`src/hw/rtl/tsvc_pkg.sv`:
```
// ----------------------------------------------------------------------------
// tsvc_pkg
// shared types, constants and letter arithmetic for the vertical two-square
// cipher core
// ----------------------------------------------------------------------------
package tsvc_pkg;

    localparam int LW      = 5;
    localparam int SIDE    = 5;
    localparam int CELLS   = 25;
    localparam int LETTERS = 26;

    localparam logic [LW-1:0] LETTER_I   = 5'd8;
    localparam logic [LW-1:0] LETTER_J   = 5'd9;
    localparam logic [LW-1:0] LETTER_X   = 5'd23;
    localparam logic [LW-1:0] LETTER_Z   = 5'd25;
    localparam logic [LW-1:0] SPACE_CODE = 5'd26;

    localparam logic [1:0] KIND_KEY = 2'd0;
    localparam logic [1:0] KIND_ENC = 2'd1;
    localparam logic [1:0] KIND_DEC = 2'd2;

    typedef enum logic [1:0] {
        ST_IDLE,
        ST_POS,
        ST_SQ
    } t_pair_state;

    typedef enum logic {
        KS_IDLE,
        KS_FILL
    } t_key_state;

    typedef struct packed {
        logic          we;
        logic [LW-1:0] slot;
        logic [LW-1:0] letter;
    } t_key_wr;

    typedef struct packed {
        logic complete;
        logic busy;
    } t_key_status;

    function automatic logic [LW-1:0] clean_letter(input logic [LW-1:0] v);
        logic [LW-1:0] l;
        l = (v > LETTER_Z) ? LETTER_Z : v;
        if (l == LETTER_J) begin
            l = LETTER_I;
        end
        return l;
    endfunction

    function automatic logic [LW-1:0] plain_position(input logic [LW-1:0] l);
        return (l < LETTER_J) ? l : l - 5'd1;
    endfunction

    function automatic logic [LW-1:0] plain_letter(input logic [LW-1:0] p);
        return (p < LETTER_J) ? p : p + 5'd1;
    endfunction

    function automatic logic [2:0] pos_row(input logic [LW-1:0] p);
        logic [2:0] r;
        if (p >= 5'd30) begin
            r = 3'd6;
        end else if (p >= 5'd25) begin
            r = 3'd5;
        end else if (p >= 5'd20) begin
            r = 3'd4;
        end else if (p >= 5'd15) begin
            r = 3'd3;
        end else if (p >= 5'd10) begin
            r = 3'd2;
        end else if (p >= 5'd5) begin
            r = 3'd1;
        end else begin
            r = 3'd0;
        end
        return r;
    endfunction

    function automatic logic [2:0] pos_col(input logic [LW-1:0] p);
        logic [LW:0] base;
        logic [LW:0] diff;
        base = 6'(pos_row(p)) * 6'(SIDE);
        diff = {1'b0, p} - base;
        return diff[2:0];
    endfunction

    function automatic logic [LW-1:0] cell_of(input logic [2:0] row, input logic [2:0] col);
        logic [LW+1:0] s;
        s = 7'(row) * 7'(SIDE) + 7'(col);
        return s[LW-1:0];
    endfunction

endpackage

```
`src/hw/rtl/tsvc_ram.sv`:
```
// ----------------------------------------------------------------------------
// tsvc_ram
// generic single-write, single-read ram with registered read data
// ----------------------------------------------------------------------------
module tsvc_ram #(
    parameter int  WIDTH = 5,
    parameter int  DEPTH = 25,
    localparam int AW    = (DEPTH > 1) ? $clog2(DEPTH) : 1
) (
    input  logic             i_clk,
    input  logic             i_we,
    input  logic [AW-1:0]    i_waddr,
    input  logic [WIDTH-1:0] i_wdata,
    input  logic [AW-1:0]    i_raddr,
    output logic [WIDTH-1:0] o_rdata
);

    logic [WIDTH-1:0] r_mem [DEPTH];
    logic [WIDTH-1:0] r_rdata;

    always_ff @(posedge i_clk) begin
        if (i_we) begin
            r_mem[i_waddr] <= i_wdata;
        end
        r_rdata <= r_mem[i_raddr];
    end

    assign o_rdata = r_rdata;

endmodule

```
`src/hw/rtl/tsvc_key_loader.sv`:
```
// ----------------------------------------------------------------------------
// tsvc_key_loader
// places key letters into the keyed square and scans the alphabet to fill
// the remaining cells after the last key letter
// ----------------------------------------------------------------------------
module tsvc_key_loader (
    input  logic                  i_clk,
    input  logic                  i_rst_n,
    input  logic                  i_go,
    input  logic [tsvc_pkg::LW-1:0] i_letter,
    input  logic                  i_last,
    output tsvc_pkg::t_key_wr     o_wr,
    output tsvc_pkg::t_key_status o_status
);

    tsvc_pkg::t_key_state r_state, n_state;
    logic [tsvc_pkg::LETTERS-1:0] r_seen, n_seen;
    logic [tsvc_pkg::LW-1:0]      r_fill, n_fill;
    logic [tsvc_pkg::LW-1:0]      r_scan, n_scan;
    logic                         r_complete, n_complete;
    logic                         r_loading, n_loading;

    logic                         w_filling;
    logic [tsvc_pkg::LETTERS-1:0] w_seen_eff;
    logic [tsvc_pkg::LW-1:0]      w_fill_eff;
    logic [tsvc_pkg::LW-1:0]      w_cand;
    logic                         w_place;

    always_comb begin
        case (r_state)
            tsvc_pkg::KS_IDLE: n_state = (i_go && i_last) ? tsvc_pkg::KS_FILL
                                                           : tsvc_pkg::KS_IDLE;
            tsvc_pkg::KS_FILL: n_state = (r_scan == tsvc_pkg::LETTER_Z) ? tsvc_pkg::KS_IDLE
                                                                          : tsvc_pkg::KS_FILL;
            default:           n_state = tsvc_pkg::KS_IDLE;
        endcase
    end

    always_comb begin
        case (r_state)
            tsvc_pkg::KS_FILL: w_filling = 1'b1;
            default:           w_filling = 1'b0;
        endcase
    end

    // a key letter outside a load starts a fresh square
    assign w_seen_eff = r_loading ? r_seen : '0;
    assign w_fill_eff = r_loading ? r_fill : '0;
    assign w_cand     = w_filling ? r_scan : i_letter;
    assign w_place    = (w_filling || i_go) && (w_cand != tsvc_pkg::LETTER_J)
                        && !w_seen_eff[w_cand]
                        && (w_fill_eff < 5'(tsvc_pkg::CELLS));

    always_comb begin
        n_seen     = r_seen;
        n_fill     = r_fill;
        n_scan     = r_scan;
        n_complete = r_complete;
        n_loading  = r_loading;
        if (i_go || w_filling) begin
            n_seen = w_seen_eff | (w_place ? (26'd1 << w_cand) : '0);
            n_fill = w_fill_eff + (w_place ? 5'd1 : 5'd0);
        end
        if (i_go && !w_filling) begin
            n_loading = 1'b1;
            n_scan    = '0;
            if (!r_loading) begin
                n_complete = 1'b0;
            end
        end
        if (w_filling) begin
            n_scan = r_scan + 5'd1;
            if (r_scan == tsvc_pkg::LETTER_Z) begin
                n_complete = 1'b1;
                n_loading  = 1'b0;
            end
        end
    end

    always_ff @(posedge i_clk) begin
        if (!i_rst_n) begin
            r_state    <= tsvc_pkg::KS_IDLE;
            r_seen     <= '0;
            r_fill     <= '0;
            r_scan     <= '0;
            r_complete <= 1'b0;
            r_loading  <= 1'b0;
        end else begin
            r_state    <= n_state;
            r_seen     <= n_seen;
            r_fill     <= n_fill;
            r_scan     <= n_scan;
            r_complete <= n_complete;
            r_loading  <= n_loading;
        end
    end

    assign o_wr.we           = w_place;
    assign o_wr.slot         = w_fill_eff;
    assign o_wr.letter       = w_cand;
    assign o_status.complete = r_complete;
    assign o_status.busy     = w_filling;

endmodule

```
`src/hw/rtl/two_square_vertical_cipher_core.sv`:
```
// per pair: position ram read, then square ram read, then registered output
// a new pair can be accepted in the square state when the output is free
// the last key letter starts an alphabet scan, during which no item is accepted
// reset clears control state and the letter-seen flags; the rams are not cleared
// ----------------------------------------------------------------------------
// two_square_vertical_cipher_core
// vertical two-square cipher with keyed right square held in two rams
// ----------------------------------------------------------------------------
module two_square_vertical_cipher_core (
    input  logic                    i_clk,
    input  logic                    i_rst_n,
    input  logic                    i_in_valid,
    output logic                    o_in_ready,
    input  logic [1:0]              i_kind,
    input  logic [tsvc_pkg::LW-1:0] i_first_letter,
    input  logic [tsvc_pkg::LW-1:0] i_second_letter,
    input  logic                    i_last,
    output logic                    o_out_valid,
    input  logic                    i_out_ready,
    output logic [tsvc_pkg::LW-1:0] o_out_first,
    output logic [tsvc_pkg::LW-1:0] o_out_second,
    output logic                    o_no_key
);

    tsvc_pkg::t_pair_state r_state, n_state;
    tsvc_pkg::t_key_wr     w_wr;
    tsvc_pkg::t_key_status w_key;

    logic [tsvc_pkg::LW-1:0] w_a, w_b, w_b_eff;
    logic w_accept, w_key_go, w_pair_go, w_out_free, w_out_load, w_in_ready, w_hold_sq;

    logic [tsvc_pkg::LW-1:0] r_a, r_b, r_r1, r_sq_addr;
    logic r_dec, r_last, r_nokey, r_same;

    logic [tsvc_pkg::LW-1:0] w_pos_rdata, w_sq_rdata, w_sq_raddr;
    logic [tsvc_pkg::LW-1:0] w_pa, w_calc_addr, w_r1, w_r2;
    logic [2:0] w_ra, w_ca, w_rb, w_cb;

    logic r_out_valid;
    logic [tsvc_pkg::LW-1:0] r_out_first, r_out_second;
    logic r_no_key;

    assign w_a        = tsvc_pkg::clean_letter(i_first_letter);
    assign w_b        = tsvc_pkg::clean_letter(i_second_letter);
    assign w_b_eff    = (i_kind == tsvc_pkg::KIND_ENC && w_a == w_b) ? tsvc_pkg::LETTER_X : w_b;
    assign w_out_free = !r_out_valid || i_out_ready;
    assign w_accept   = i_in_valid && w_in_ready;
    assign w_key_go   = w_accept && (i_kind == tsvc_pkg::KIND_KEY);
    assign w_pair_go  = w_accept && (i_kind == tsvc_pkg::KIND_ENC || i_kind == tsvc_pkg::KIND_DEC);

    // next state
    always_comb begin
        case (r_state)
            tsvc_pkg::ST_IDLE: n_state = w_pair_go ? tsvc_pkg::ST_POS : tsvc_pkg::ST_IDLE;
            tsvc_pkg::ST_POS:  n_state = tsvc_pkg::ST_SQ;
            tsvc_pkg::ST_SQ: begin
                if (!w_out_free) begin
                    n_state = tsvc_pkg::ST_SQ;
                end else if (w_pair_go) begin
                    n_state = tsvc_pkg::ST_POS;
                end else begin
                    n_state = tsvc_pkg::ST_IDLE;
                end
            end
            default: n_state = tsvc_pkg::ST_IDLE;
        endcase
    end

    // outputs of the state machine
    always_comb begin
        case (r_state)
            tsvc_pkg::ST_IDLE: begin
                w_in_ready = !w_key.busy;
                w_out_load = 1'b0;
                w_hold_sq  = 1'b0;
            end
            tsvc_pkg::ST_SQ: begin
                w_in_ready = w_out_free;
                w_out_load = w_out_free;
                w_hold_sq  = 1'b1;
            end
            default: begin
                w_in_ready = 1'b0;
                w_out_load = 1'b0;
                w_hold_sq  = 1'b0;
            end
        endcase
    end

    tsvc_key_loader u_key_loader (
        .i_clk    (i_clk),
        .i_rst_n  (i_rst_n),
        .i_go     (w_key_go),
        .i_letter (w_a),
        .i_last   (i_last),
        .o_wr     (w_wr),
        .o_status (w_key)
    );

    // keyed square: cell -> letter
    tsvc_ram #(
        .WIDTH (tsvc_pkg::LW),
        .DEPTH (tsvc_pkg::CELLS)
    ) u_square_ram (
        .i_clk   (i_clk),
        .i_we    (w_wr.we),
        .i_waddr (w_wr.slot),
        .i_wdata (w_wr.letter),
        .i_raddr (w_sq_raddr),
        .o_rdata (w_sq_rdata)
    );

    // keyed position: letter -> cell
    tsvc_ram #(
        .WIDTH (tsvc_pkg::LW),
        .DEPTH (tsvc_pkg::LETTERS)
    ) u_position_ram (
        .i_clk   (i_clk),
        .i_we    (w_wr.we),
        .i_waddr (w_wr.letter),
        .i_wdata (w_wr.slot),
        .i_raddr (w_b_eff),
        .o_rdata (w_pos_rdata)
    );

    // position stage
    assign w_pa        = tsvc_pkg::plain_position(r_a);
    assign w_ra        = tsvc_pkg::pos_row(w_pa);
    assign w_ca        = tsvc_pkg::pos_col(w_pa);
    assign w_rb        = tsvc_pkg::pos_row(w_pos_rdata);
    assign w_cb        = tsvc_pkg::pos_col(w_pos_rdata);
    assign w_calc_addr = tsvc_pkg::cell_of(w_rb, w_ca);
    assign w_sq_raddr  = w_hold_sq ? r_sq_addr : w_calc_addr;

    // square stage
    always_comb begin
        w_r1 = r_r1;
        w_r2 = r_same ? r_b : w_sq_rdata;
        if (r_dec && w_r2 == tsvc_pkg::LETTER_X) begin
            w_r2 = r_last ? tsvc_pkg::SPACE_CODE : w_r1;
        end
    end

    always_ff @(posedge i_clk) begin
        if (w_pair_go) begin
            r_a     <= w_a;
            r_b     <= w_b_eff;
            r_dec   <= (i_kind == tsvc_pkg::KIND_DEC);
            r_last  <= i_last;
            r_nokey <= !w_key.complete;
        end
        if (r_state == tsvc_pkg::ST_POS) begin
            r_same    <= (w_ca == w_cb);
            r_r1      <= (w_ca == w_cb) ? r_a
                         : tsvc_pkg::plain_letter(tsvc_pkg::cell_of(w_ra, w_cb));
            r_sq_addr <= w_calc_addr;
        end
        if (w_out_load) begin
            r_out_first  <= r_nokey ? '0 : w_r1;
            r_out_second <= r_nokey ? '0 : w_r2;
            r_no_key     <= r_nokey;
        end
    end

    always_ff @(posedge i_clk) begin
        if (!i_rst_n) begin
            r_state     <= tsvc_pkg::ST_IDLE;
            r_out_valid <= 1'b0;
        end else begin
            r_state     <= n_state;
            r_out_valid <= w_out_load | (r_out_valid & ~i_out_ready);
        end
    end

    assign o_in_ready   = w_in_ready;
    assign o_out_valid  = r_out_valid;
    assign o_out_first  = r_out_first;
    assign o_out_second = r_out_second;
    assign o_no_key     = r_no_key;

    a_pos_then_sq: assert property (@(posedge i_clk) disable iff (!i_rst_n)
        r_state == tsvc_pkg::ST_POS |=> r_state == tsvc_pkg::ST_SQ)
        else $error("position stage not followed by square stage");

    a_fill_sets_key: assert property (@(posedge i_clk) disable iff (!i_rst_n)
        $fell(w_key.busy) |-> w_key.complete)
        else $error("alphabet scan ended without a complete key");

    a_no_accept_in_scan: assert property (@(posedge i_clk) disable iff (!i_rst_n)
        w_key.busy |-> !w_accept && r_state == tsvc_pkg::ST_IDLE)
        else $error("item accepted during key scan");

    a_out_range: assert property (@(posedge i_clk) disable iff (!i_rst_n)
        o_out_valid |-> o_out_first <= tsvc_pkg::LETTER_Z
                        && o_out_second <= tsvc_pkg::SPACE_CODE)
        else $error("result letter out of range");

endmodule
```
`config.mk`:
```
export PLATFORM = sky130hd
export DESIGN_NAME = two_square_vertical_cipher_core
export DESIGN_NICKNAME = d
export VERILOG_FILES = /design/src/hw/rtl/tsvc_pkg.sv /design/src/hw/rtl/tsvc_ram.sv /design/src/hw/rtl/tsvc_key_loader.sv /design/src/hw/rtl/two_square_vertical_cipher_core.sv
export SDC_FILE = /design/constraint.sdc
export NUM_CORES = 1
export LEC_CHECK = 0
export BUFFER_PORTS_ARGS = -buffer_cell sky130_fd_sc_hd__buf_2
export CORE_ASPECT_RATIO = 0.75
export CORE_MARGIN = 3
export CORE_UTILIZATION = 50
export CTS_CLUSTER_SIZE = 28
export DETAILED_ROUTE_END_ITERATION = 8
export PLACE_DENSITY = 0.63
export SYNTH_ARGS = -nofsm -noshare
export SYNTH_HDL_FRONTEND = slang
export SYNTH_HIERARCHICAL = 1
export SYNTH_SLANG_ARGS = --single-unit
```
`constraint.sdc`:
```
create_clock -name i_clk -period 9.9 [get_ports i_clk]
set_clock_uncertainty 0.05 [all_clocks]
set_input_delay 2.475 -clock i_clk [delete_from_list [all_inputs] [get_ports i_clk]]
set_output_delay 2.475 -clock i_clk [all_outputs]
set_load 0.01 [all_outputs]
```
## Word level (Yosys, flattened, before mapping)

Memory sizes are Yosys's and may differ from the RTL's. A register that Yosys moved wholly into a read port is not among the register bits.
Index checks and enable logic that the tools add are counted.

- Memory bits (writable): 255
- Word-level logic and storage cells: 140
- Bits of input ports: 17
- Output and inout bits: 13
- Bits in registers: 77
- Memories kept: 2

Memories:

| name | words | width | read ports | clocked after Yosys merged registers in | write ports | line | text |
|---|---|---|---|---|---|---|---|
| u_position_ram.r_mem | 26 | 5 | 1 | 1 | 1 | tsvc_ram.sv:18 | `logic [WIDTH-1:0] r_mem [DEPTH];` |
| u_square_ram.r_mem | 25 | 5 | 1 | 1 | 1 | tsvc_ram.sv:18 |  |

- Shifts and indexed selects: 1
- Reduce and logical (&&, ||, !) cells: 20
- $add $sub $neg: 8
- $lt $le $gt $ge: 18
- Mux-type cells: 52
- Bitwise operators: 5
- $mul: 4
- Eq/ne operators: 11

Operators by type and width:

| kind | count |
|---|---|
| $mux 5 | 16 |
| $mux 26 | 2 |
| $ge 5x5->1 const B | 6 |
| $or 26x26->26 | 1 |
| $shl 1x5->26 const A | 1 |
| $ge 5x4->1 const B | 4 |
| $mux 1 | 19 |
| $mux 3 | 6 |
| $add 5x1->5 const B | 2 |
| $add 5x3->5 | 2 |
| $eq 5x4->1 const B | 2 |
| $eq 5x5->1 const B | 2 |
| $ge 5x3->1 const B | 2 |
| $gt 5x5->1 const B | 2 |
| $logic_and 1x1->1 | 10 |
| $lt 5x4->1 const B | 2 |
| $mul 3x3->5 const B | 2 |
| $mux 2 | 5 |
| $lt 5x6->1 const B | 1 |
| $mul 3x3->3 const B | 2 |
| $pmux 2 s3 | 1 |
| $sub 3x3->3 | 2 |
| $add 5x5->5 | 1 |
| $bmux 1 s5 | 1 |
| other kinds (15) | 25 |

## Longest topological paths before layout

Gate-level depths: netlist (run 1).

- Word-level depth: 14
- Mapped depth: 25

## By module

The synthesis (run 1) kept the hierarchy.

Modules (own cells, without submodules):

| module | cells an instance | instances | area an instance (um2) |
|---|---|---|---|
| tsvc_ram (u_position_ram) | 314 | 1 | 5366.4 |
| tsvc_ram (u_square_ram) | 272 | 1 | 5078.6 |
| two_square_vertical_cipher_core | 270 | 1 | 2840.2 |
| tsvc_key_loader | 264 | 1 | 2148.3 |

## Worst setup path after synthesis (run 1)

Ideal clock, no wire load.

- Path type: input -> register
- Start point: input i_first_letter[1] (netlist name)
- End point: memory u_square_ram.r_mem[24][0], enable pin
- Data arrival time: 5.515 ns
- Required time: 9.476 ns
- Stages on the path: 15
- Slack: 3.961 ns
- Setup time: 0.374 ns
- Cell sequence: nor2_1 nand2_1 a21oi_1 a21oi_1 mux2i_1 inv_1 buf_1 nand3_1 a41o_1 nand3_1 a21oi_1 buf_4 or3b_2 clkbuf_1 nor3_1

RTL lines:

| element | line | text |
|---|---|---|
| start, declared | two_square_vertical_cipher_core.sv:15 | `input logic [tsvc_pkg::LW-1:0] i_first_letter,` |
| end, declared | tsvc_ram.sv:18 |  |

==> results of run 1 <==
## cells in the final DEF, fill, tap and decap left out, types with 10 or more instances in the layout
cell type / synthesis / final
o211ai_1: 12 / 12
dfxtp_1: 51 / 51
buf_4: 5 / 10
inv_1: 30 / 30
a21oi_1: 38 / 37
nand3_1: 50 / 50
mux2_2: 12 / 12
clkbuf_16: 0 / 35
nor3_1: 10 / 10
nor2_1: 93 / 93
o21ai_0: 34 / 34
nand2_1: 99 / 97
nand4_1: 10 / 10
edfxtp_1: 290 / 290
o31ai_1: 13 / 13
mux4_2: 29 / 29
mux2i_1: 68 / 68
ha_1: 26 / 26
nand2b_1: 13 / 13
nor2b_1: 17 / 17
nand3b_1: 12 / 12
xnor2_1: 18 / 18
buf_2: 16 / 29
## layout make-up
| type | instances | area (µm²) |
|---|---|---|
| multi-input combinational | 694 | 5280 |
| tap | 399 | 499 |
| sequential | 341 | 9730 |
| clock buffer | 49 | 988 |
| clock inverter | 13 | 131 |
| inverter | 32 | 120 |
| timing repair buffer | 39 | 220 |
| fill | 2489 | 13300 |
| antenna | 1 | 2.50 |
## logic make-up after synthesis
| group | count (synthesis) |
|---|---|
| AND/OR/NAND/NOR | 350 |
| flip-flops | 341 |
| AO/OA/AOI/OAI | 169 |
| multiplexers | 118 |
| buffers and inverters | 85 |
| adder cells (fa/ha/maj) | 30 |
| XOR/XNOR | 27 |
## per-stage QoR
| stage | power [mW] | instances | hold slack (ns) |
|---|---|---|---|
| after detailed placement | 2.90 | 1505 | 0.388 |
| final | 4.13 | 1568 | 0.406 |
| after global routing | 4.32 | 1568 | 0.429 |
| after CTS | 4.17 | 1567 | 0.405 |
| after global placement | 2.89 | 1505 | 0.384 |
| after floorplan | 2.63 | 1120 | 0.369 |
## power by group
group | internal, mW | leakage (nW) | total [mW] | switching [mW]
sequential | 1.61 | 2.91 | 1.63 | 0.0195
clock | 0.750 | 0.549 | 1.27 | 0.520
combinational | 0.537 | 2.18 | 1.23 | 0.695
total | 2.90 | 5.63 | 4.13 | 1.23
## path summary, 6_finish.rpt
check,start,to,cells after the start
setup reg to reg,r_a[0]$_DFFE_PP_,u_square_ram/o_rdata[0]$_DFF_P_,22
hold / removal,u_key_loader/r_seen[4]$_SDFFE_PN0P_,u_key_loader/r_seen[4]$_SDFFE_PN0P_,2
hold reg to reg,u_key_loader/r_seen[4]$_SDFFE_PN0P_,u_key_loader/r_seen[4]$_SDFFE_PN0P_,2
setup / recovery,i_first_letter[4],u_square_ram/r_mem[24][4]$_DFFE_PP_,12
## worst max-delay path, cell delays in order
cell	delay (ns)
buf_2	0.20
nand2_1	0.10
nand2_1	0.10
inv_1	0.14
mux2i_2	0.78
inv_2	0.56
nand3_1	0.23
o2111a_1	0.28
o211ai_1	0.11
a21oi_1	0.63
or3b_2	0.63
nor3_1	0.57
## routing by layer
layer | global-route usage (%) | vias to the layer above | routed length, µm
li1 | - | 4311 | -
met1 | 32.4 | 4469 | 16300
met2 | 30.5 | 304 | 14700
met3 | 3.25 | 65 | 2360
met4 | 6.72 | 2 | 983
met5 | 0 | - | 13
==> reports/metrics.cfg, run 1 <==
[floorplanning]
rows=55
initial_utilization_pct=51.0
die-area_mm2=0.0330
io_pins=30
die_h_um=158
die_w_um=209
core_area_mm2=0.0303

[route]
postRouteWirelength_mm=34.4
drt_drc_violations_left=0
ant_nets=0
via_per_inst=5.84
drt_iter0_markers=676
vias=9151
dr.pass1.iters=5
wl_per_cell_um=22.0

[synth]
synth.most_common_cell=edfxtp_1
synth-xor-area-share_pct=1.67
synth-simple-area-share_pct=11.0
ys_seq_area_share_pct=63.0
async_flop_share_pct=0
synth_edf_count=290
synth_top_family_by_area=simple AND/OR/NAND/NOR gates
synth.area.top_cells=edfxtp_1 (56%), dfxtp_1 (6.6%), mux2i_1 (4.4%), mux4_2 (4.2%), nand2_1 (2.4%)
synthAdderAreaFrac_pct=2.63
yosys_warnings=6
syn_avg_cell_area_um2=13.8
synth_top_cell_area_share_pct=56.4
muxShareOfSynthArea_pct=10.7
yosys.cell_types.count=81
synth_common_cells=edfxtp_1 (290), nand2_1 (99), nor2_1 (93)
synthCells=1120
synth_top_area_cell=edfxtp_1
synth_ff_type=edfxtp_1
ys_seq_elements=341
synth_area_mm2=0.0154
synth_fp_nets=1167
synth_compound_area_share_pct=8.03

[clocking]
tritoncts=done
cts_resized=0
clk_pin_slew_ns=0.06
cts_buffer_depth=3
post-cts-setup-buffers=0
cts_root_buf=clkbuf_16
numCtsBuffers=34
clock_latency_ns=0.52
cts_hold_buf=0
cts_sinks=341
h-tree-depth=2

[place]
hpwl_mm=23.1
dp_slack_ns=2.74
io_buffers=29
gp_congestion=0.834
dpl_cell_area_mm2=0.0158

[finish]
final_core_util_pct=56.0
area_growth_pct=9.96
stdcell_area_mm2=0.0170
nNetsFinal=1189
drive_above_1_share_pct=14.0
layout_top_registers=u_position_ram/r_mem x130, u_square_ram/r_mem x125, u_key_loader/r_seen x25
largest-register=u_position_ram/r_mem
largest_reg_flops=130

[global_routing]
grt-ovfl-total=0
grt_pass1_wl_mm=52.7
grt_max_degree=45
grt.total_usage_pct=20.9
grt_pass1_vias=8787
antenna_found_initial=2

[worst_setup_path]
start_kind=primary input
cp.arrival_ns=6.83
worstPathRequired_ns=10.00
cp_max_fo=41
worstSetupPathType=primary input to flop
r2r_slack_ns=3.69
cp-end-kind=flop

[timing]
fin_ws_ns=3.17
worstMarginPinSlew_ns=1.14
max_freq_mhz=149
finalSetupViolations=0
rsz0062_at_grt=no
slew_headroom_pct=24.2
min_period_ns=6.73
finalHoldViolCount=0
final.setup.tns_ns=0
maxSlewViolCount=0
period_share_pct=68.0

[run_status]
run_status=completed

[job]
maxCapViolCount=0

[pwr]
power_leakage_nw=5.63
ir_drop_v=0.000152
cellPowerDensity_mw_per_mm2=243

[hold_path]
min_path_type=flop to flop

No activity file was read; power rests on OpenSTA's default activity.
==> inputs of run 2 (changes only) <==
==> constraint.sdc (replaced) <==
create_clock -name i_clk -period 6.8 [get_ports i_clk]
set_clock_uncertainty 0.05 [all_clocks]
set_input_delay 1.7 -clock i_clk [delete_from_list [all_inputs] [get_ports i_clk]]
set_output_delay 1.7 -clock i_clk [all_outputs]
set_load 0.01 [all_outputs]
==> reports/metrics.cfg, run 2 (synthesized netlist as in run 1, its figures left out) <==
[timing]
max_freq_mhz=170
maxSlewViolCount=0  ; unchanged
min_period_ns=5.88
slew_headroom_pct=24.0  ; was 24.2%
final.setup.tns_ns=0  ; unchanged
finalSetupViolations=0  ; unchanged
period_share_pct=86.5
finalHoldViolCount=0  ; unchanged
worstMarginPinSlew_ns=1.14  ; about the same
rsz0062_at_grt=no  ; unchanged

[worst_setup_path]
cpMaxStageDelayCell=fa_1  ; was mux2i_2
cp-end-kind=flop  ; unchanged
r2r_slack_ns=0.92  ; was 3.69 ns
r2r_cells=22  ; unchanged
cp_max_fo=9  ; was 41
slowest_delay_ns=0.51  ; was 0.78 ns
worstSetupPathType=flop to flop  ; was primary input to flop
path_cells=inv_1, ha_1, nand2b_1, o21ai_1, or2b_1, o21ai_0, a32o_1, a21oi_1, ha_1, inv_1, fa_1, xnor2_1, xnor2_1, ha_1, inv_1, fa_1, a21oi_2, buf_4, mux4_2, nor3_1, o21ai_0, and3_1  ; was buf_2, nand2_1, nand2_1, inv_1, mux2i_2, inv_2, nand3_1, o2111a_1, o211ai_1, a21oi_1, or3b_2, nor3_1
worstPathRequired_ns=7.16  ; was 10.00 ns
cp.arrival_ns=6.25  ; was 6.83 ns
start_kind=flop  ; was primary input

[place]
io_buffers=29  ; unchanged
gp_congestion=0.847  ; was 0.834
hpwl_mm=23.7  ; was 23.1 mm

[clocking]
tritoncts=done  ; unchanged
cts_hold_buf=0  ; unchanged
clk_pin_slew_ns=0.06  ; about the same
numCtsBuffers=35  ; was 34
h-tree-depth=2  ; unchanged
clock_latency_ns=0.51  ; was 0.52 ns
cts_buffer_depth=3  ; unchanged
cts_root_buf=clkbuf_16  ; unchanged
cts_sinks=341  ; unchanged
cts_resized=0  ; unchanged
post-cts-setup-buffers=0  ; unchanged

[floorplanning]
io_pins=30  ; unchanged
die_h_um=158  ; unchanged
die_w_um=209  ; unchanged
rows=55  ; unchanged
core_area_mm2=0.0303  ; unchanged
initial_utilization_pct=51.0  ; unchanged
die-area_mm2=0.0330  ; unchanged

[finish]
layout_top_registers=u_position_ram/r_mem x130, u_square_ram/r_mem x125, u_key_loader/r_seen x25  ; unchanged
area_growth_pct=11.0  ; was 9.96%
regArea_mm2=0.00973  ; unchanged
final_core_util_pct=56.6  ; was 56.0%
multi_input_area_mm2=0.00528  ; about the same
nNetsFinal=1199  ; was 1189
drive_above_1_share_pct=14.9  ; was 14.0%
fillers=2441  ; was 2489
final_common_cell=edfxtp_1  ; unchanged
largest-register=u_position_ram/r_mem  ; unchanged
largest_reg_flops=130  ; unchanged
mostFrequentLayoutCells=edfxtp_1 (290), nand2_1 (97), nor2_1 (93), mux2i_1 (68), dfxtp_1 (51)  ; unchanged

[route]
drt_iter0_markers=896  ; was 676
drt_drc_violations_left=0  ; unchanged
via_per_inst=5.95  ; was 5.84
ant_nets=0  ; unchanged
vias=9396  ; was 9151
postRouteWirelength_mm=34.9  ; was 34.4 mm
wl_per_cell_um=22.1  ; was 22.0 µm
dr.pass1.iters=5  ; unchanged

[pwr]
combPwrFrac_pct=28.4  ; was 29.8%
pwr-share-clk_pct=32.9  ; was 30.7%
seqPwrFrac_pct=38.6  ; was 39.4%
internal_power_mw=4.35  ; was 2.90 mW
ir_drop_v=0.000196  ; was 0.000152 V
cellPowerDensity_mw_per_mm2=358  ; was 243 mW/mm²
power_switching_mw=1.78  ; was 1.23 mW
sw_frac_of_total_pct=29.1  ; was 29.9%
power_leakage_nw=5.84  ; was 5.63 nW

[global_routing]
antenna_found_initial=1  ; was 2
grt_pass1_wl_mm=54.3  ; was 52.7 mm
grt.total_usage_pct=21.3  ; was 20.9%
grt_pass1_vias=8944  ; was 8787
grt-ovfl-total=0  ; unchanged
grt_max_degree=37  ; was 45

[run_status]
run_status=completed  ; unchanged

[job]
maxCapViolCount=0  ; unchanged

[hold_path]
hold-path-cell-count=1  ; was 2
min_path_type=flop to flop  ; unchanged

## run 2: area by class of cell
type                            instances  area share, %
Tap cell                              399           2.91
Antenna cell                            1         0.0146
Multi-Input combinational cell        694           30.8
Clock buffer                           46           5.72
Timing Repair Buffer                   48           1.68
Inverter                               32          0.701
Clock inverter                         17           1.37
Sequential cell                       341           56.8
## run 2: power groups by stage
stage	Clock [mW]	Combinational [mW]	Sequential [mW]
2_1_floorplan	0	1.37	2.40
3_3_place_gp	0	1.72	2.42
3_5_place_dp	0	1.73	2.42
4_1_cts	2.06	1.74	2.37
5_1_grt	2.15	1.92	2.37
6_report	2.02	1.74	2.37
## run 2: final timing paths
check | startpoint | endpoint
setup / recovery | r_a[0]$_DFFE_PP_ | u_square_ram/o_rdata[0]$_DFF_P_
hold / removal | u_key_loader/r_complete$_SDFF_PN0_ | r_nokey$_DFFE_PP_
setup reg to reg | r_a[0]$_DFFE_PP_ | u_square_ram/o_rdata[0]$_DFF_P_
hold reg to reg | u_key_loader/r_complete$_SDFF_PN0_ | r_nokey$_DFFE_PP_
## run 2: routing by layer
metal / global-route usage (%) / vias to the layer above / part of all wire [%]
li1: - / 4318 / -
met1: 34.1 / 4654 / 49
met2: 30.2 / 378 / 42
met3: 4.18 / 46 / 8.1
met4: 4.59 / 0 / 1.6
met5: 0 / - / 0
## run 2: worst max-delay path, delay by kind of cell, from the launching register on
family | cells | cell delay (ns)
multiplexers | 1 | 0.36
AND/OR/NAND/NOR | 4 | 0.63
AO/OA/AOI/OAI | 6 | 1.64
flip-flops | 1 | 0.50
adder cells (fa/ha/maj) | 5 | 1.63
buffers and inverters | 4 | 0.56
XOR/XNOR | 2 | 0.40
## run 2: stage by stage
stage	hold WS, ns	area [µm²]	power [mW]	setup slack [ns]	cells
after floorplan	0.369	15400	3.77	1.57	1120
after global placement	0.381	15900	4.14	1.09	1514
after detailed placement	0.386	15900	4.15	0.952	1514
after CTS	0.400	17100	6.18	0.946	1577
after global routing	0.420	17100	6.44	0.428	1578
final	0.397	17100	6.14	0.916	1578
